File: config.mk
export PLATFORM = sky130hd
export DESIGN_NAME = cths_fifo
export DESIGN_NICKNAME = d
export VERILOG_FILES = /design/src/design/cths_pkg.sv /design/src/design/cths_fifo.sv
export SDC_FILE = /design/constraint.sdc
export NUM_CORES = 1
export LEC_CHECK = 0
export CORE_MARGIN = 3
export CORE_UTILIZATION = 40
export DETAILED_ROUTE_END_ITERATION = 8
export DONT_BUFFER_PORTS = 1
export PLACE_DENSITY_LB_ADDON = 0.1
export SYNTH_ARGS = -nofsm -noshare
export SYNTH_HDL_FRONTEND = slang
export SYNTH_SLANG_ARGS = --single-unit
File: constraint.sdc
create_clock -name clk -period 2.81 [get_ports clk]
set_input_delay 0 -clock clk [delete_from_list [all_inputs] [get_ports clk]]
set_output_delay 0 -clock clk [all_outputs]
set_load 0.02 [all_outputs]
File: src/design/cths_pkg.sv
// Shared constants, codes and transaction types for the crypt table string hash.
package cths_pkg;

  localparam int TABLE_GROUPS = 5;
  localparam int GROUP_WORDS  = 256;
  localparam int TABLE_WORDS  = TABLE_GROUPS * GROUP_WORDS;
  localparam int ADDR_W       = $clog2(TABLE_WORDS);
  localparam int GCNT_W       = $clog2(TABLE_GROUPS + 1);

  localparam int QUEUE_DEPTH  = 4;
  localparam int QPTR_W       = $clog2(QUEUE_DEPTH);
  localparam int QCNT_W       = $clog2(QUEUE_DEPTH + 1);

  localparam logic [21:0] LCG_START    = 22'h100001;
  localparam logic [28:0] LCG_MOD      = 29'h2AAAAB;
  localparam logic [28:0] LCG_MULT     = 29'd125;
  localparam logic [28:0] LCG_INC      = 29'd3;
  // 125 < 2**7, so seven compare-subtract steps reduce the product
  localparam logic [2:0]  LCG_TOP_STEP = 3'd6;

  localparam logic [63:0] SEED_A_START = 64'h7FED7FED;
  localparam logic [63:0] SEED_B_START = 64'hEEEEEEEE;
  localparam logic [63:0] SEED_B_INC   = 64'd3;

  typedef enum logic {
    OP_ABSORB = 1'b0,
    OP_FINISH = 1'b1
  } op_t;

  typedef enum logic [1:0] {
    FILL_MUL,
    FILL_RED,
    FILL_DONE
  } fill_state_t;

  typedef struct packed {
    op_t         op;
    logic [7:0]  key_byte;
    logic [31:0] word;
  } queue_entry_t;

  typedef struct packed {
    logic         push;
    queue_entry_t entry;
  } queue_push_t;

  typedef struct packed {
    logic              not_empty;
    queue_entry_t      entry;
    logic [QCNT_W-1:0] count;
  } queue_status_t;

endpackage

File: src/design/cths_fifo.sv
// Short queue of looked-up transactions between the front and back ends.
module cths_fifo (
  input  logic                    clk,
  input  logic                    rst_n,
  input  cths_pkg::queue_push_t   q_push,
  input  logic                    pop,
  output cths_pkg::queue_status_t q_status
);
  import cths_pkg::*;

  queue_entry_t      mem_r [QUEUE_DEPTH];
  logic [QPTR_W-1:0] wr_ptr_r, wr_ptr_nxt;
  logic [QPTR_W-1:0] rd_ptr_r, rd_ptr_nxt;
  logic [QCNT_W-1:0] count_r, count_nxt;

  always_comb begin
    wr_ptr_nxt = wr_ptr_r;
    rd_ptr_nxt = rd_ptr_r;
    count_nxt  = count_r;
    if (q_push.push) begin
      wr_ptr_nxt = (wr_ptr_r == QPTR_W'(QUEUE_DEPTH - 1)) ? '0 : wr_ptr_r + QPTR_W'(1);
    end
    if (pop) begin
      rd_ptr_nxt = (rd_ptr_r == QPTR_W'(QUEUE_DEPTH - 1)) ? '0 : rd_ptr_r + QPTR_W'(1);
    end
    case ({q_push.push, pop})
      2'b10:   count_nxt = count_r + QCNT_W'(1);
      2'b01:   count_nxt = count_r - QCNT_W'(1);
      default: count_nxt = count_r;
    endcase
  end

  always_ff @(posedge clk) begin
    if (!rst_n) begin
      wr_ptr_r <= '0;
      rd_ptr_r <= '0;
      count_r  <= '0;
    end else begin
      wr_ptr_r <= wr_ptr_nxt;
      rd_ptr_r <= rd_ptr_nxt;
      count_r  <= count_nxt;
    end
  end

  always_ff @(posedge clk) begin
    if (q_push.push) begin
      mem_r[wr_ptr_r] <= q_push.entry;
    end
  end

  assign q_status.not_empty = (count_r != '0);
  assign q_status.entry     = mem_r[rd_ptr_r];
  assign q_status.count     = count_r;

`ifndef ASSERT_OFF
  a_no_overflow: assert property (@(posedge clk) disable iff (!rst_n)
    q_push.push |-> count_r < QCNT_W'(QUEUE_DEPTH))
    else $error("queue push while full");

  a_no_underflow: assert property (@(posedge clk) disable iff (!rst_n)
    pop |-> count_r != '0)
    else $error("queue pop while empty");
`endif

endmodule

==> results.toml <==
[run_status]
run_status = "finished clean"

[placed_design]
place.gp.congestion = 0.6978
port_buffers = 0
dp_hpwl_mm = 7.029

[sta]
rsz0062_at_grt = "no"
clock.fmax_mhz = 489.2
finalSetupTns_ns = 0
fin_crit_ns = 2.044
final-setup-viol-count = 0
slew_headroom_pct = 58.97
tightest_slew_ns = 0.6155
hold_viol = 0
period_share_pct = 72.75
fin_worst_skew_ns = 0.004441
drv_slew = 0

[floorplanning]
core_area_mm2 = 0.01543
ios = 90
rows = 45
start_util_pct = 41.59
die_area_mm2 = 0.01760
die_x_um = 132.7
die_y_um = 132.7

[grt]
grtUsageMet2_pct = 22.09
grt_max_degree = 29
track_usage_pct = 13.70
antenna_found_initial = 0
grt-ovfl-total = 0
grt_pass1_wl_mm = 17.77
grt_most_used_layer = "met2"
grt_use_met3_pct = 5.437
grtUsageMet1_pct = 16.85
grt_pass1_vias = 2972

[setup_path]
critPathBufInv = 1
worstPathRequired_ns = 2.81
endpoint_kind = "output pin"
critPathLaunchType = "flip-flop"
slowest_delay_ns = 0.75
path_delay_family = "flip-flops"
crit_chain = "buf_12, mux4_2"
path_class = "reg -> out"
arrival_ns = 2.04
path_max_fanout = 28
cp_slowest_cell = "dfxtp_4"

[clock_tree]
numCtsBuffers = 17
root_buffer = "clkbuf_16"
cts.sinks = 173
cts.path.max_buffers = 2
post-cts-setup-buffers = 0
clkSlewWorstSetupHoldPaths_ns = 0.06
tritoncts = "done"
insertion_delay_ns = 0.41
h-tree-depth = 4

[drt]
via_per_inst = 5.040
drc = 0
antenna_left = 0
routed_wl_mm = 11.38
num_vias = 2747
drt_iter0_markers = 189
dr.pass1.iters = 5
post_drt_wl_per_cell_um = 20.87

[final_layout]
final_util_pct = 50.17
fillCellCount = 1285
area_delta_synth_final_pct = 20.63
layout.nets = 373
drive_above_1_share_pct = 25.45
diodes = 0

[pwr]
ir_drop_mv = 0.4148
power_uw = 5942
p_leak_uw = 0.002485
powerDensity_mw_per_mm2 = 767.7

[yosys]
ys_ff_latch = 173
synthCells = 257
yosysTopAreaCell = "edfxtp_1"
synth_top_area_share_pct = 76.76
synth_common_cells = "edfxtp_1 (164), mux4_2 (40), dfxtp_1 (9), ha_1 (6)"
yosysMostFrequentCell = "edfxtp_1"
ys_top_cells_by_area = "edfxtp_1 (77%), mux4_2 (14%), dfxtp_1 (2.8%)"
postSynth.asyncResetShare_pct = 0
seq_area_frac_synth_pct = 79.56
synth_area_mm2 = 0.006416
synth_edf_count = 164
syn-num-nets = 309
ys.warnings.count = 0
avgSynthCellArea_um2 = 24.97
synth_flop_cell = "edfxtp_1"
ys_types = 21

[min_path]
hp-class = "in -> reg"

[flow_run]
cap_violations = 0
==> per-stage QoR <==
stage / instance area [µm²] / hold slack [ns] / worst slack, ns / instances
after global routing: 7740 / 0.03443 / 0.6056 / 545
after detailed placement: 6670 / 0.09903 / 1.018 / 469
after global placement: 6670 / 0.09903 / 1.027 / 469
after CTS: 7740 / 0.03930 / 0.6830 / 545
after floorplan: 6416 / 0.09887 / 0.8651 / 257
final: 7740 / 0.04935 / 0.7658 / 545
==> sequential cells by signal, summed over array words and instances, names as in the netlist, named ones only <==
name,count
rd_ptr_r,2
wr_ptr_r,2
count_r,3
mem_r,164
==> path summary, 6_finish.rpt <==
path / from / to / slack, ns / cells past startpoint
worst max register to register: wr_ptr_r[0]$_SDFFE_PN0P_ / mem_r[3][18]$_DFFE_PP_ / 1.05 / 3
worst min-delay path: q_push[41] / mem_r[1][0]$_DFFE_PP_ / 0.05 / 1
worst max-delay path: flip-flop / q_status[20] / 0.77 / 2
worst min register to register: rd_ptr_r[1]$_SDFFE_PN0P_ / flip-flop / 0.54 / 2
==> routing by layer <==
layer,share of wire [%],up-vias,routed length (µm)
met4,1.3,0,150
met3,5.8,12,665
met5,0,-,0
met1,43,1452,4873
li1,-,1210,-
met2,50,73,5686
==> area by class of cell <==
class | count | area [µm²] | area share, %
Inverter | 3 | 11.26 | 0.1455
Clock buffer | 19 | 432.9 | 5.593
Tap cell | 211 | 264.0 | 3.411
Multi-Input combinational cell | 71 | 1190 | 15.37
Clock inverter | 13 | 196.4 | 2.538
Timing Repair Buffer | 55 | 535.5 | 6.919
Sequential cell | 173 | 5110 | 66.02
==> cells by family (layout without fill, tap and decap cells) <==
family / Yosys count / in the layout / share of synthesized area (%)
flops: 173 / 173 / 79.56
mux: 44 / 44 / 14.92
simple gates: 14 / 14 / 1.404
buf+inv: 13 / 90 / 1.970
fa+ha+maj: 7 / 7 / 1.482
compound gates: 4 / 4 / 0.3900
xor+xnor: 2 / 2 / 0.2731
==> timing repair <==
item / 4_1_cts / 5_1_grt
hold buffers: 44 / 0
resized for setup: 0 / 0
hold endpoints to repair: 173 / 0
==> placed cells by master, fill, tap and decap left out, types with 2 or more instances in the layout <==
cell	instances
ha_1	6
or3_1	2
inv_1	3
mux4_2	40
edfxtp_1	164
clkinvlp_4	2
nor2b_1	5
and2_2	4
xnor2_1	2
bufinv_16	5
clkinv_2	3
mux2i_1	3
buf_4	10
clkbuf_16	17
dlygate4sd3_1	44
clkinv_1	2
clkbuf_1	2
dfxtp_1	7
nor3b_1	2
==> where the power goes <==
part / internal (µW) / leakage (µW) / switching, µW / total, µW
sequential: 2940 / 0.00158 / 64.7 / 3000
combinational: 193 / 0.000601 / 275 / 468
clock: 1570 / 0.000302 / 907 / 2470
total: 4690 / 0.00248 / 1250 / 5940
Note: power is estimated with default switching activity, not from simulation.
