File: src/design/cths_pkg.sv
// Shared constants, codes and transaction types for the crypt table string hash.
package cths_pkg;

  localparam int TABLE_GROUPS = 5;
  localparam int GROUP_WORDS  = 256;
  localparam int TABLE_WORDS  = TABLE_GROUPS * GROUP_WORDS;
  localparam int ADDR_W       = $clog2(TABLE_WORDS);
  localparam int GCNT_W       = $clog2(TABLE_GROUPS + 1);

  localparam int QUEUE_DEPTH  = 4;
  localparam int QPTR_W       = $clog2(QUEUE_DEPTH);
  localparam int QCNT_W       = $clog2(QUEUE_DEPTH + 1);

  localparam logic [21:0] LCG_START    = 22'h100001;
  localparam logic [28:0] LCG_MOD      = 29'h2AAAAB;
  localparam logic [28:0] LCG_MULT     = 29'd125;
  localparam logic [28:0] LCG_INC      = 29'd3;
  // 125 < 2**7, so seven compare-subtract steps reduce the product
  localparam logic [2:0]  LCG_TOP_STEP = 3'd6;

  localparam logic [63:0] SEED_A_START = 64'h7FED7FED;
  localparam logic [63:0] SEED_B_START = 64'hEEEEEEEE;
  localparam logic [63:0] SEED_B_INC   = 64'd3;

  typedef enum logic {
    OP_ABSORB = 1'b0,
    OP_FINISH = 1'b1
  } op_t;

  typedef enum logic [1:0] {
    FILL_MUL,
    FILL_RED,
    FILL_DONE
  } fill_state_t;

  typedef struct packed {
    op_t         op;
    logic [7:0]  key_byte;
    logic [31:0] word;
  } queue_entry_t;

  typedef struct packed {
    logic         push;
    queue_entry_t entry;
  } queue_push_t;

  typedef struct packed {
    logic              not_empty;
    queue_entry_t      entry;
    logic [QCNT_W-1:0] count;
  } queue_status_t;

endpackage

File: src/design/cths_back.sv
// Back end: seed mixing per key byte and the registered hash output.
module cths_back (
  input  logic                    clk,
  input  logic                    rst_n,
  input  cths_pkg::queue_status_t q_status,
  output logic                    pop,
  output logic                    out_valid,
  input  logic                    out_stall,
  output logic [63:0]             out_hash_value
);
  import cths_pkg::*;

  logic [63:0] seed_a_r, seed_a_nxt;
  logic [63:0] seed_b_r, seed_b_nxt;
  logic        out_valid_r, out_valid_nxt;
  logic [63:0] out_hash_r, out_hash_nxt;

  logic        is_finish;
  logic        pop_finish;
  logic [63:0] sum_ab;
  logic [63:0] mix_a;
  logic [63:0] part_b;

  assign is_finish  = (q_status.entry.op == OP_FINISH);
  // absorbs never wait; a finish waits for the output register
  assign pop        = q_status.not_empty && (!is_finish || !out_valid_r || !out_stall);
  assign pop_finish = pop && is_finish;

  assign sum_ab = seed_a_r + seed_b_r;
  assign mix_a  = {32'd0, q_status.entry.word} ^ sum_ab;
  assign part_b = seed_b_r + (seed_b_r << 5) + {56'd0, q_status.entry.key_byte} + SEED_B_INC;

  always_comb begin
    seed_a_nxt    = seed_a_r;
    seed_b_nxt    = seed_b_r;
    out_hash_nxt  = out_hash_r;
    out_valid_nxt = out_valid_r && out_stall;
    if (pop) begin
      if (is_finish) begin
        out_hash_nxt  = seed_a_r;
        out_valid_nxt = 1'b1;
        seed_a_nxt    = SEED_A_START;
        seed_b_nxt    = SEED_B_START;
      end else begin
        seed_a_nxt = mix_a;
        seed_b_nxt = mix_a + part_b;
      end
    end
  end

  always_ff @(posedge clk) begin
    if (!rst_n) begin
      seed_a_r    <= SEED_A_START;
      seed_b_r    <= SEED_B_START;
      out_valid_r <= 1'b0;
    end else begin
      seed_a_r    <= seed_a_nxt;
      seed_b_r    <= seed_b_nxt;
      out_valid_r <= out_valid_nxt;
    end
  end

  always_ff @(posedge clk) begin
    out_hash_r <= out_hash_nxt;
  end

  assign out_valid      = out_valid_r;
  assign out_hash_value = out_hash_r;

`ifndef ASSERT_OFF
  a_restart_on_finish: assert property (@(posedge clk) disable iff (!rst_n)
    pop_finish |=> seed_a_r == SEED_A_START && seed_b_r == SEED_B_START)
    else $error("seeds not restarted after finish");

  a_result_from_finish: assert property (@(posedge clk) disable iff (!rst_n)
    $rose(out_valid_r) |-> $past(pop_finish))
    else $error("result raised without a finish transaction");
`endif

endmodule

File: config.mk
export PLATFORM = sky130hd
export DESIGN_NAME = cths_back
export DESIGN_NICKNAME = d
export VERILOG_FILES = /design/src/design/cths_pkg.sv /design/src/design/cths_back.sv
export SDC_FILE = /design/constraint.sdc
export NUM_CORES = 1
export LEC_CHECK = 0
export ABC_AREA = 1
export BUFFER_PORTS_ARGS = -buffer_cell sky130_fd_sc_hd__buf_2
export CAP_MARGIN = 0
export CORE_MARGIN = 5
export CORE_UTILIZATION = 63
export CTS_CLUSTER_DIAMETER = 120
export DETAILED_ROUTE_END_ITERATION = 10
export PLACE_DENSITY = 0.8
export SLEW_MARGIN = 20
export SYNTH_ARGS = -nofsm -noshare
export SYNTH_HDL_FRONTEND = slang
export SYNTH_SLANG_ARGS = --single-unit
File: constraint.sdc
create_clock -name clk -period 5.8 [get_ports clk]
set_input_delay 0.87 -clock clk [delete_from_list [all_inputs] [get_ports clk]]
set_output_delay 0.87 -clock clk [all_outputs]
set_load 0.05 [all_outputs]
==> flow_metrics.env, run 1 <==
export IMPL_status="finished clean"
export IMPL_dieArea_um2=33200
export IMPL_end_kind="flop"
export IMPL_critPathMaxFanout=6
export IMPL_cp_common_cell="nand2_1"
export IMPL_layout_common_cells="nand2_1 (554), inv_1 (402), nor2_1 (275), a21oi_1 (272), ha_1 (186)"
export IMPL_drt_iter0_drc=2506
export IMPL_root_buffer="clkbuf_16"
export IMPL_critPathMaxStageDelay_ns=0.55
export IMPL_final_common_cell="nand2_1"
export IMPL_numCtsBuffers=17
export IMPL_clock_path_buffers=2
export IMPL_start_kind="flop"
export IMPL_relSlewSlack_pct=25.0
export IMPL_die_height_um=182
export IMPL_fp_dieW_um=182
export IMPL_drc=0
export IMPL_avgSynthCellArea_um2=7.01
export IMPL_cp_required_ns=6.15
export IMPL_hold_viol=0
export IMPL_setup_violations=0
export IMPL_syn_to_final_growth_pct=8.41
export IMPL_ant_nets=0
export IMPL_cp_slowest_cell="xor2_1"
export IMPL_fmax_mhz=179
export IMPL_drive_above_1_share_pct=9.74
export IMPL_routed_wl_um=66100
export IMPL_synth_edff_count=64
export IMPL_cts_tree="built"
export IMPL_antenna_cells=0
export IMPL_crit_type="flop to flop"
export IMPL_crit_family="adder cells"
export IMPL_vias=19200
export IMPL_setup_tns_ns=0
export IMPL_finalMaxSlewViolations=0
export IMPL_portBuffers=110
export IMPL_nets=3069
export IMPL_dr_pass1_iters=6
export IMPL_synth_async_reset_ratio_pct=0
export IMPL_cts_htree_levels=4
export IMPL_core_area_um2=29500
export IMPL_clock_latency_ns=0.46
export IMPL_grt_overflow=0
export IMPL_yosys_area_top_type="dfxtp_1"
export IMPL_grt_antenna_before_repair=0
export IMPL_pin_count=114
export IMPL_nFillCells=2521
export IMPL_syn_nets=2970
export IMPL_ys_seq_elements=193
export IMPL_syn_inst=2669
export IMPL_clk_pin_slew_ns=0.09
export IMPL_cts_sinks=193
export IMPL_grt_pass1_vias=18100
export IMPL_drv_cap=0
export IMPL_netlist_area_leader_share_pct=13.8
export IMPL_start_util_pct=63.4
export IMPL_grt_max_degree=81
export IMPL_min_path_type="flop to flop"
export IMPL_cp_data_arrival_time_ns=5.93
export IMPL_cp_num_buf_inv=4
export IMPL_post_cts_buffers=0
export IMPL_viasPerCell=6.07
export IMPL_num_rows=63
export IMPL_grt_usage_pct=38.8
export IMPL_place_gp_congestion=1.04
export IMPL_synth_flop_cell="dfxtp_1"
export IMPL_syn_area_um2=18700
export IMPL_fin_crit_ns=5.58
export IMPL_synth_area_leaders="dfxtp_1 (14%), ha_1 (12%), nand2_1 (11%)"
export IMPL_rsz0062_at_grt="no"
export IMPL_ys_seq_area_share_pct=24.1
export IMPL_ys_types=55
export IMPL_dp_hpwl_um=54300
export IMPL_synth_warnings=0
export IMPL_fin_crit_sh_pct=96.1
export IMPL_grt_pass1_wl_um=99800
export IMPL_tightest_slew_ns=1.12
export IMPL_fin_skew_ns=0.0215
export IMPL_wl_per_cell_um=20.8
## per-layer routing
metal	GRT usage (%)	routed length, um	share of wire [%]	vias up
li1	-	-	-	8971
met1	53.7	26500	40	8850
met2	59.3	28000	42	1237
met3	9.11	8710	13	186
met4	14.7	2900	4.4	0
met5	0	0	0	-
## cells in the mapped netlist, types with 30 or more instances
library cell  count
edfxtp_1         64
nand2_1         555
dfxtp_1         129
inv_1           403
o21ai_0         136
clkbuf_1         32
a21oi_1         272
xor2_1           46
xnor2_1          35
fa_1             67
nand3_1         152
nand4_1          30
ha_1            186
nor2_1          276
## final timing paths
check             depth (start not counted)                     start                           to  slack, ns
setup / recovery                         25  seed_b_r[0]$_SDFFE_PN0P_    seed_b_r[34]$_SDFFE_PN0P_       0.22
hold / removal                            0  seed_a_r[0]$_SDFFE_PN1P_  out_hash_value[0]$_DFFE_PP_       0.48
setup reg to reg                         25  seed_b_r[0]$_SDFFE_PN0P_    seed_b_r[34]$_SDFFE_PN0P_       0.22
hold reg to reg                           0  seed_a_r[0]$_SDFFE_PN1P_  out_hash_value[0]$_DFFE_PP_       0.48
## what timing repair did
| item | in CTS | in global routing |
|---|---|---|
| setup endpoints to repair | 0 | 6 |
| gates resized for setup | 0 | 3 |
| hold buffers | 0 | 0 |
## cell type report
type,count,area (um2),area share [%]
Clock buffer,18,430,2.12
Clock inverter,14,160,0.790
Inverter,421,1580,7.80
Multi-Input combinational cell,2017,12500,61.6
Sequential cell,193,4510,22.2
Tap cell,390,488,2.41
Timing Repair Buffer,118,611,3.01
## registers in the layout, indices dropped and copies added, names as in the netlist
register,flops
out_hash_value,64
seed_a_r,64
seed_b_r,64
out_valid,1
## cell families after synthesis
kind of cell | Yosys count | synth area share (%)
adders and majority gates | 253 | 19.6
DFF | 193 | 24.1
buffers and inverters | 459 | 9.25
AOI/OAI and AO/OA | 545 | 16.8
xor gates and xnor gates | 84 | 4.06
and+or+nand+nor | 1135 | 26.2
## metrics by stage
step	utilization [%]	cells	hold slack, ns	area, um2	setup slack, ns
global route	68.8	3171	0.498	20300	0.000645
detailed placement	66.7	3139	0.456	19700	0.505
CTS	68.7	3171	0.480	20300	0.346
floorplan	-	2669	0.437	18700	1.41
global placement	66.7	3139	0.448	19700	0.603
finish	68.8	3171	0.480	20300	0.224
Power of run 1 is left out: the tool's default activity adds up to more than one toggle a clock period on the data nets, which glitch-free logic cannot reach.
==> run 2, diff against run 1 <==
--- a/config.mk
+++ b/config.mk
@@ -6,7 +6,7 @@
 export NUM_CORES = 1
 export LEC_CHECK = 0
 export ABC_AREA = 1
-export BUFFER_PORTS_ARGS = -buffer_cell sky130_fd_sc_hd__buf_2
+export BUFFER_PORTS_ARGS = -buffer_cell sky130_fd_sc_hd__buf_4
 export CAP_MARGIN = 0
 export CORE_MARGIN = 5
 export CORE_UTILIZATION = 63
==> run 2 against run 1 <==
Clock skew down 0.0026 ns. Non-clock buffer count is the same. Count of clock-buffer cells in the layout increased by 1. Global-route usage is 1.2 points higher. First-iteration DRC count shrank 1.3%. Fmax rose by 0.64%. Design area rose by 1.5%. Critical path depth increased by 4. Worst setup slack better by 0.035 ns. Critical path type unchanged.
==> flow_metrics.env, run 2 (synthesis gave the netlist of run 1 again) <==
export IMPL_nets=3069
export IMPL_grt_pass1_vias=18600
export IMPL_crit_family="compound AO/OA/AOI/OAI gates"
export IMPL_start_util_pct=63.4
export IMPL_critPathMaxStageDelay_ns=0.44
export IMPL_relSlewSlack_pct=24.4
export IMPL_cts_sinks=193
export IMPL_fin_crit_ns=5.54
export IMPL_portBuffers=110
export IMPL_drv_cap=0
export IMPL_place_inst=3138
export IMPL_fin_cells=3171
export IMPL_grt_antenna_before_repair=0
export IMPL_cts_htree_levels=4
export IMPL_wl_per_cell_um=21.2
export IMPL_dr_pass1_iters=7
export IMPL_grt_max_degree=64
export IMPL_critPathMaxFanout=5
export IMPL_fp_dieW_um=182
export IMPL_drc=0
export IMPL_post_cts_buffers=0
export IMPL_clock_path_buffers=2
export IMPL_fmax_mhz=180
export IMPL_holdBufCountCts=0
export IMPL_ctsResizeCount=0
export IMPL_viasPerCell=6.11
export IMPL_vias=19400
export IMPL_core_area_um2=29500
export IMPL_dieArea_um2=33200
export IMPL_layout_common_cells="nand2_1 (552), inv_1 (402), nor2_1 (273), a21oi_1 (270), ha_1 (186)"
export IMPL_status="finished clean"
export IMPL_end_kind="flop"
export IMPL_antenna_cells=0
export IMPL_rsz0062_at_grt="no"
export IMPL_grt_overflow=0
export IMPL_final_common_cell="nand2_1"
export IMPL_grt_pass1_wl_um=102000
export IMPL_tightest_slew_ns=1.13
export IMPL_clock_latency_ns=0.48
export IMPL_die_height_um=182
export IMPL_cp_data_arrival_time_ns=5.94
export IMPL_start_kind="flop"
export IMPL_fin_crit_sh_pct=95.5
export IMPL_routed_wl_um=67300
export IMPL_post_place_ws_ns=0.418
export IMPL_min_path_type="flop to flop"
export IMPL_root_buffer="clkbuf_16"
export IMPL_crit_type="flop to flop"
export IMPL_place_gp_congestion=1.05
export IMPL_cp_slowest_cell="fa_1"
export IMPL_cp_required_ns=6.20
export IMPL_drive_above_1_share_pct=9.92
export IMPL_cp_common_cell="nand2_1"
export IMPL_cp_num_buf_inv=2
export IMPL_pin_count=114
export IMPL_cts_tree="built"
export IMPL_syn_to_final_growth_pct=10.1
export IMPL_clk_pin_slew_ns=0.08
export IMPL_finalMaxSlewViolations=0
export IMPL_nFillCells=2485
export IMPL_drt_iter0_drc=2473
export IMPL_setup_violations=0
export IMPL_setup_tns_ns=0
export IMPL_num_rows=63
export IMPL_fin_skew_ns=0.0189
export IMPL_numCtsBuffers=17
export IMPL_setup_ws_ns=0.259
export IMPL_dp_hpwl_um=55200
export IMPL_ant_nets=0
export IMPL_grt_usage_pct=40.0
export IMPL_hold_viol=0
[run 2: per-stage QoR]
step                util (%)  hold WS [ns]  instance area, um2
floorplan                  -         0.437               18700
global placement        67.6         0.447               19900
detailed placement      67.6         0.453               19900
CTS                     69.6         0.470               20500
global route            69.8         0.485               20600
finish                  69.8         0.471               20600
[run 2: cell type report]
class	count	area, um2	share of cell area [%]
clock buffer	19	443	2.15
clock inverter	13	128	0.620
inverter	421	1580	7.68
multi-input combinational	2017	12500	60.8
sequential	193	4500	21.9
tap	390	488	2.37
timing repair buffer	118	918	4.46
[run 2: path summary, 6_finish.rpt]
check / endpoint / startpoint / cells after the start / slack [ns]
setup / recovery: seed_b_r[59]$_SDFFE_PN0P_ / seed_b_r[0]$_SDFFE_PN0P_ / 29 / 0.26
hold reg to reg: out_hash_value[62]$_DFFE_PP_ / seed_a_r[62]$_SDFFE_PN0P_ / 0 / 0.47
setup reg to reg: seed_b_r[59]$_SDFFE_PN0P_ / seed_b_r[0]$_SDFFE_PN0P_ / 29 / 0.26
hold / removal: out_hash_value[62]$_DFFE_PP_ / seed_a_r[62]$_SDFFE_PN0P_ / 0 / 0.47
[run 2: routing by layer]
metal  up-vias  GRT usage, %  wire, um
li1       8962             -         -
met1      8975          53.2     26200
met2      1245          61.5     28900
met3       185          12.2      9330
met4         0          14.9      2820
met5         -         0.296         0
[run 2: worst register-to-register path: cells and delay by family (launching register included)]
kind / cells / cell delay (ns)
DFF: 1 / 0.41
adders and majority gates: 5 / 1.72
AOI/OAI and AO/OA: 11 / 2.03
and+or+nand+nor: 11 / 1.11
buffers and inverters: 2 / 0.17
Power of run 2 is left out for the same reason.
